## src/hdl/tsq_pkg.sv

```systemverilog
// ----------------------------------------------------------------------------
// tsq_pkg: shared definitions for the two-stack queue
// Operation codes and the data width used by the queue and its stack memories.
// ----------------------------------------------------------------------------
package tsq_pkg;

  localparam int DATA_W = 32;

  localparam logic OP_ENQ = 1'b0;
  localparam logic OP_DEQ = 1'b1;

endpackage

```

## src/hdl/two_stack_queue.sv

```systemverilog
// An enqueue that fits gives its result the next cycle, with busy staying low,
// so one enqueue per cycle is taken. A dequeue from a non-empty output stack reads
// the stack from S_IDLE and returns the value from S_PDATA. A transfer moves each entry
// through the input stack's read port (S_XRD), then the output stack's write port (S_XWR).
// Reset (synchronous, rst_n low) empties both stacks; stack contents are not cleared.
// The receiver cannot stall: each result beat is on out_* for exactly one cycle.
// ----------------------------------------------------------------------------
// two_stack_queue: FIFO queue built from two bounded stacks. Enqueue pushes on the
// input stack; dequeue pops the output stack. A dequeue, or an enqueue to a full input
// stack, refills an empty output stack from the input stack one entry per step first.
// ----------------------------------------------------------------------------
module two_stack_queue #(
  parameter int STACK_DEPTH = 8
) (
  input  logic                              clk,
  input  logic                              rst_n,
  input  logic                              start,
  output logic                              busy,
  input  logic                              in_opcode,
  input  logic signed [tsq_pkg::DATA_W-1:0] in_value_in,
  output logic                              out_valid,
  output logic                              out_ok,
  output logic signed [tsq_pkg::DATA_W-1:0] out_value_out
);

  localparam int AW = (STACK_DEPTH > 1) ? $clog2(STACK_DEPTH) : 1;
  localparam int CW = $clog2(STACK_DEPTH + 1);
  localparam logic [CW-1:0] DEPTH_C = CW'(STACK_DEPTH);
  localparam logic [CW-1:0] ONE_C   = CW'(1);
  localparam logic [CW-1:0] ZERO_C  = '0;

  typedef enum logic [2:0] {
    S_IDLE,
    S_XRD,
    S_XWR,
    S_PUSH,
    S_PRD,
    S_PDATA
  } state_t;

  state_t                      state_r, state_nxt;
  logic [CW-1:0]               in_cnt_r, in_cnt_nxt;
  logic [CW-1:0]               out_cnt_r, out_cnt_nxt;
  logic                        op_r, op_nxt;
  logic [tsq_pkg::DATA_W-1:0]  val_r, val_nxt;
  logic                        valid_r, valid_nxt;
  logic                        ok_r, ok_nxt;
  logic [tsq_pkg::DATA_W-1:0]  res_r, res_nxt;

  logic                        accept;
  logic [CW-1:0]               in_top, out_top;

  logic                        in_wr_en, in_rd_en, out_wr_en, out_rd_en;
  logic [AW-1:0]               in_wr_addr, in_rd_addr, out_wr_addr, out_rd_addr;
  logic [tsq_pkg::DATA_W-1:0]  in_wr_data, out_wr_data, in_rd_data, out_rd_data;

  assign accept  = start && (state_r == S_IDLE);
  assign in_top  = in_cnt_r - ONE_C;
  assign out_top = out_cnt_r - ONE_C;

  always_comb begin
    state_nxt   = state_r;
    in_cnt_nxt  = in_cnt_r;
    out_cnt_nxt = out_cnt_r;
    op_nxt      = op_r;
    val_nxt     = val_r;
    valid_nxt   = 1'b0;
    ok_nxt      = ok_r;
    res_nxt     = res_r;
    in_wr_en    = 1'b0;
    in_wr_addr  = in_cnt_r[AW-1:0];
    in_wr_data  = val_r;
    in_rd_en    = 1'b0;
    in_rd_addr  = in_top[AW-1:0];
    out_wr_en   = 1'b0;
    out_wr_addr = out_cnt_r[AW-1:0];
    out_wr_data = in_rd_data;
    out_rd_en   = 1'b0;
    out_rd_addr = out_top[AW-1:0];

    case (state_r)
      S_IDLE: begin
        if (accept) begin
          op_nxt  = in_opcode;
          val_nxt = in_value_in;
          if (in_opcode == tsq_pkg::OP_ENQ) begin
            if (in_cnt_r < DEPTH_C) begin
              in_wr_en   = 1'b1;
              in_wr_data = in_value_in;
              in_cnt_nxt = in_cnt_r + ONE_C;
              valid_nxt  = 1'b1;
              ok_nxt     = 1'b1;
              res_nxt    = '0;
            end else if (out_cnt_r == ZERO_C) begin
              state_nxt = S_XRD;
            end else begin
              valid_nxt = 1'b1;
              ok_nxt    = 1'b0;
              res_nxt   = '0;
            end
          end else begin
            if (out_cnt_r != ZERO_C) begin
              out_rd_en   = 1'b1;
              out_cnt_nxt = out_top;
              state_nxt   = S_PDATA;
            end else if (in_cnt_r != ZERO_C) begin
              state_nxt = S_XRD;
            end else begin
              valid_nxt = 1'b1;
              ok_nxt    = 1'b0;
              res_nxt   = '0;
            end
          end
        end
      end
      S_XRD: begin
        in_rd_en   = 1'b1;
        in_cnt_nxt = in_top;
        state_nxt  = S_XWR;
      end
      S_XWR: begin
        out_wr_en   = 1'b1;
        out_cnt_nxt = out_cnt_r + ONE_C;
        // Stop once the input stack is drained or the output stack fills up.
        if ((in_cnt_r != ZERO_C) && (out_cnt_nxt < DEPTH_C)) begin
          state_nxt = S_XRD;
        end else if (op_r == tsq_pkg::OP_ENQ) begin
          state_nxt = S_PUSH;
        end else begin
          state_nxt = S_PRD;
        end
      end
      S_PUSH: begin
        valid_nxt = 1'b1;
        res_nxt   = '0;
        if (in_cnt_r < DEPTH_C) begin
          in_wr_en   = 1'b1;
          in_cnt_nxt = in_cnt_r + ONE_C;
          ok_nxt     = 1'b1;
        end else begin
          ok_nxt = 1'b0;
        end
        state_nxt = S_IDLE;
      end
      S_PRD: begin
        if (out_cnt_r != ZERO_C) begin
          out_rd_en   = 1'b1;
          out_cnt_nxt = out_top;
          state_nxt   = S_PDATA;
        end else begin
          valid_nxt = 1'b1;
          ok_nxt    = 1'b0;
          res_nxt   = '0;
          state_nxt = S_IDLE;
        end
      end
      S_PDATA: begin
        valid_nxt = 1'b1;
        ok_nxt    = 1'b1;
        res_nxt   = out_rd_data;
        state_nxt = S_IDLE;
      end
      default: begin
        state_nxt = S_IDLE;
      end
    endcase
  end

  always_ff @(posedge clk) begin
    if (!rst_n) begin
      state_r   <= S_IDLE;
      in_cnt_r  <= '0;
      out_cnt_r <= '0;
      valid_r   <= 1'b0;
    end else begin
      state_r   <= state_nxt;
      in_cnt_r  <= in_cnt_nxt;
      out_cnt_r <= out_cnt_nxt;
      valid_r   <= valid_nxt;
    end
    op_r  <= op_nxt;
    val_r <= val_nxt;
    ok_r  <= ok_nxt;
    res_r <= res_nxt;
  end

  tsq_ram #(
    .DEPTH  (STACK_DEPTH),
    .ADDR_W (AW)
  ) u_in_stack (
    .clk     (clk),
    .wr_en   (in_wr_en),
    .wr_addr (in_wr_addr),
    .wr_data (in_wr_data),
    .rd_en   (in_rd_en),
    .rd_addr (in_rd_addr),
    .rd_data (in_rd_data)
  );

  tsq_ram #(
    .DEPTH  (STACK_DEPTH),
    .ADDR_W (AW)
  ) u_out_stack (
    .clk     (clk),
    .wr_en   (out_wr_en),
    .wr_addr (out_wr_addr),
    .wr_data (out_wr_data),
    .rd_en   (out_rd_en),
    .rd_addr (out_rd_addr),
    .rd_data (out_rd_data)
  );

  assign busy          = (state_r != S_IDLE);
  assign out_valid     = valid_r;
  assign out_ok        = ok_r;
  assign out_value_out = res_r;

  a_in_cnt_bound: assert property (@(posedge clk) disable iff (!rst_n)
    in_cnt_r <= DEPTH_C) else $error("input stack count exceeds depth");

  a_out_cnt_bound: assert property (@(posedge clk) disable iff (!rst_n)
    out_cnt_r <= DEPTH_C) else $error("output stack count exceeds depth");

  a_empty_deq_fails: assert property (@(posedge clk) disable iff (!rst_n)
    (start && !busy && (in_opcode == tsq_pkg::OP_DEQ) &&
     (in_cnt_r == ZERO_C) && (out_cnt_r == ZERO_C)) |=> (out_valid && !out_ok))
    else $error("dequeue on an empty queue did not fail at once");

  a_fail_zero: assert property (@(posedge clk) disable iff (!rst_n)
    (out_valid && !out_ok) |-> (out_value_out == '0))
    else $error("failed beat carries a nonzero value");

  a_xfer_out_empty: assert property (@(posedge clk) disable iff (!rst_n)
    (state_r == S_XRD) |-> (out_cnt_r < DEPTH_C))
    else $error("transfer started with a full output stack");

endmodule

```

## src/hdl/tsq_ram.sv

```systemverilog
// ----------------------------------------------------------------------------
// tsq_ram: stack storage
// Single write port and one read port with registered read data.
// ----------------------------------------------------------------------------
module tsq_ram #(
  parameter int DEPTH  = 8,
  parameter int ADDR_W = 3
) (
  input  logic                       clk,
  input  logic                       wr_en,
  input  logic [ADDR_W-1:0]          wr_addr,
  input  logic [tsq_pkg::DATA_W-1:0] wr_data,
  input  logic                       rd_en,
  input  logic [ADDR_W-1:0]          rd_addr,
  output logic [tsq_pkg::DATA_W-1:0] rd_data
);

  logic [tsq_pkg::DATA_W-1:0] mem [DEPTH];
  logic [tsq_pkg::DATA_W-1:0] rd_data_r;

  always_ff @(posedge clk) begin
    if (wr_en) begin
      mem[wr_addr] <= wr_data;
    end
    if (rd_en) begin
      rd_data_r <= mem[rd_addr];
    end
  end

  assign rd_data = rd_data_r;

endmodule

```

## config.mk

```make
export PLATFORM = sky130hd
export DESIGN_NAME = two_stack_queue
export DESIGN_NICKNAME = d
export VERILOG_FILES = /design/src/hdl/tsq_pkg.sv /design/src/hdl/two_stack_queue.sv /design/src/hdl/tsq_ram.sv
export SDC_FILE = /design/constraint.sdc
export NUM_CORES = 1
export LEC_CHECK = 0
export ABC_AREA = 1
export BUFFER_PORTS_ARGS = -buffer_cell sky130_fd_sc_hd__buf_2
export CAP_MARGIN = 20
export CORE_ASPECT_RATIO = 0.75
export CORE_MARGIN = 2
export CORE_UTILIZATION = 55
export CTS_CLUSTER_DIAMETER = 200
export DETAILED_ROUTE_END_ITERATION = 8
export PLACE_DENSITY = 0.72
export SYNTH_ARGS = -nofsm -noshare
export SYNTH_HDL_FRONTEND = slang
export SYNTH_SLANG_ARGS = --single-unit
```

## constraint.sdc

```tcl
create_clock -name clk -period 6.3 [get_ports clk]
set_clock_uncertainty 0.2 [all_clocks]
set_input_delay 0 -clock clk [delete_from_list [all_inputs] [get_ports clk]]
set_output_delay 0 -clock clk [all_outputs]
set_load 0.01 [all_outputs]
```

==> metrics.yaml <==
clock_network:
  cts_tree: "yes"
  htree_num_levels: 2
  numCtsBuffers: 60
  clk_path_buf_depth: 3
  cts.reportedPaths.clkPinSlew_ps: 60
  clock_latency_ps: 620
  postCtsSetupRepairBufs: 0
  cts_sinks: 654
  cts_root_buf: "clkbuf_16"
final_layout:
  stdcell_count: 2548
  nFillCells: 3060
  final_util_pct: 64.4
  area_growth_pct: 14.7
  n_antenna_cell: 0
  fin_nets: 1953
  drive_above_1_share_pct: 11.2
grt:
  use_met1_pct: 30.9
  grt_pass1_wl_mm: 80.1
  grt_pass1_vias: 14200
  grt-busiest-layer: "met2"
  antenna_found_initial: 0
  grt_max_degree: 83
  use_met3_pct: 3.23
  grt_overflow_total: 0
  globalRouteTotalUtil_pct: 22.0
  use_met2_pct: 36.3
yosys:
  synth-simple-area-share_pct: 8.45
  ys_seq_elements: 654
  synth.distinct_cells: 31
  synth_top_family_by_area: "simple AND/OR/NAND/NOR gates"
  synth_fp_nets: 1813
  synth-warning-count: 0
  synthesis.area_um2: 25300
  synth_fa_ha_area_share_pct: 0.248
  syn_area_per_cell_um2: 14.3
  ys_seq_area_share_pct: 77.2
  synth_mux_area_share_pct: 5.07
  synth_compound_area_share_pct: 6.26
  synthCells: 1772
  synthXorXnorAreaFrac_pct: 0.198
timing:
  period_needed_ps: 3390
  period_share_pct: 53.9
  hold_viol: 0
  relSlewSlack_pct: 30.2
  slew_violations: 0
  rsz0062_at_grt: "false"
  max_freq_mhz: 295
  hold_slack_ps: 64.1
  tightest_slew_ps: 1050
  fin_setup_tns_ps: 0
  finalSetupViolations: 0
floorplanning:
  die-area_um2: 47700
  die_w_um: 252
  io_pins: 71
  start_util_pct: 56.1
  rows: 67
  core_area_um2: 45000
  die_y_um: 190
setup_path:
  startpoint_type: "register"
  required_ps: 6610
  end_kind: "register"
  cp_max_fo: 59
  path_class: "reg2reg"
  cp_data_arrival_time_ps: 3700
drt:
  ant_nets: 0
  vias: 14600
  drt_iter0_markers: 1389
  avgViaCountPerCell: 5.72
  remaining_drc_errors: 0
  drtPass1Iterations: 7
  wl_mm: 52.2
  wl_per_cell_um: 20.5
placed_design:
  routabilityCongestion: 0.808
  dp_hpwl_mm: 27.3
  port_buffers: 70
  dp_cells: 2367
pwr:
  max-vdd-ir-drop_uv: 337
  p_sw_share_pct: 33.2
  p_leak_nw: 10.0
  p_int_mw: 9.16
  clkPwrFrac_pct: 26.3
  power.switching_mw: 4.55
  sequentialPowerShare_pct: 46.2
  p_per_area_nw_per_um2: 473
  comb_power_share_pct: 27.5
job:
  drv_cap: 0
run_status:
  status: "complete, no violations"
hold_path:
  hp-class: "in2reg"
## what timing repair did
action,in CTS,in global routing
hold buffers,69,0
gates resized for setup,0,0
setup endpoints to repair,0,0
hold endpoints to repair,335,0
## power groups by stage
stage                     registers [mW]  clock network (mW)  logic [mW]
after detailed placement            6.43                   0        3.72
after global placement              6.40                   0        3.61
after floorplan                     6.29                   0        2.54
final                               6.33                3.60        3.77
after global routing                6.40                3.82        4.19
after CTS                           6.34                3.67        3.78
## flip-flops by register name (all words and copies together) (netlist names)
| register | cells |
|---|---|
| op_r | 1 |
| u_in_stack.mem | 256 |
| out_cnt_r | 4 |
| in_cnt_r | 4 |
| out_ok | 1 |
| val_r | 32 |
| u_in_stack.rd_data | 32 |
| out_value_out | 32 |
| u_out_stack.rd_data | 32 |
| out_valid | 1 |
| state_r | 3 |
| u_out_stack.mem | 256 |
## final timing paths
kind                                from               end  slack, ps  cells after the start
setup / recovery            out_cnt_r[0]      out_cnt_r[3]       2910                     12
hold / removal                 in_opcode              op_r         60                      2
setup reg to reg            out_cnt_r[0]      out_cnt_r[3]       2910                     12
hold reg to reg   u_out_stack.rd_data[1]  out_value_out[1]        350                      2
## synth_stat cells (all sizes together)
library cell / count / share of area [%]
a21oi: 13 / 0.26
a31o: 1 / 0.035
buf: 40 / 0.92
clkbuf: 54 / 0.80
dfxtp: 12 / 0.95
edfxtp: 642 / 76
ha: 5 / 0.25
inv: 55 / 0.82
mux2i: 128 / 5.1
nand2: 334 / 5.0
nand3: 17 / 0.38
nand4: 2 / 0.050
nor2: 192 / 2.9
nor3: 3 / 0.079
o211ai: 1 / 0.030
o21ai: 138 / 2.7
o22ai: 128 / 3.2
o311ai: 1 / 0.035
or2: 2 / 0.050
xnor2: 3 / 0.16
xor2: 1 / 0.035
## final cells by class
cell class	count	area (um^2)	share of cell area [%]
sequential	654	19500	67.4
multi-input combinational	969	5250	18.1
clock buffer	76	1600	5.53
timing repair buffer	172	1310	4.52
tap	586	733	2.53
clock inverter	36	354	1.22
inverter	55	206	0.712
## worst max-delay path, cell delays in order (launching register included)
cell,delay [ps]
dfxtp_4,890
inv_2,130
ha_4,220
nand2_1,70
nor2_1,70
nand2_1,90
nand2_1,60
nor2_1,250
nand3_1,110
nand2_1,70
dlygate4sd3_1,540
nor2_1,40
dlygate4sd3_1,540
## metal layers
layer  up-vias  part of all wire [%]
met5         -                     0
met3        88                   6.0
li1       6774                     -
met1      7215                    44
met4         0                   2.3
met2       510                    48
## cells in the final DEF (no fill, tap or decap), types with 17 or more instances in the layout
master,instances
nor2_1,176
buf_4,32
nand2_1,333
mux2i_1,128
o22ai_1,128
buf_2,70
clkbuf_16,62
o21ai_0,138
clkinv_1,17
inv_1,51
edfxtp_1,642
dlygate4sd3_1,69
## cell families (layout without fill, tap and decap cells)
family | after synthesis | in the layout
DFF | 654 | 654
buffers and inverters | 149 | 339
xor gates and xnor gates | 4 | 4
AOI/OAI and AO/OA | 282 | 282
and+or+nand+nor | 550 | 550
adders and majority gates | 5 | 5
muxes | 128 | 128
## metrics by stage
stage / worst slack (ps) / instance area, um^2 / total power [mW]
final: 2910 / 29000 / 13.7
after global routing: 2680 / 29000 / 14.4
after floorplan: 1780 / 25300 / 8.83
after detailed placement: 2960 / 26300 / 10.1
after global placement: 3050 / 26300 / 10.0
after CTS: 2950 / 29000 / 13.8
Note: power is estimated with default switching activity, not from simulation.
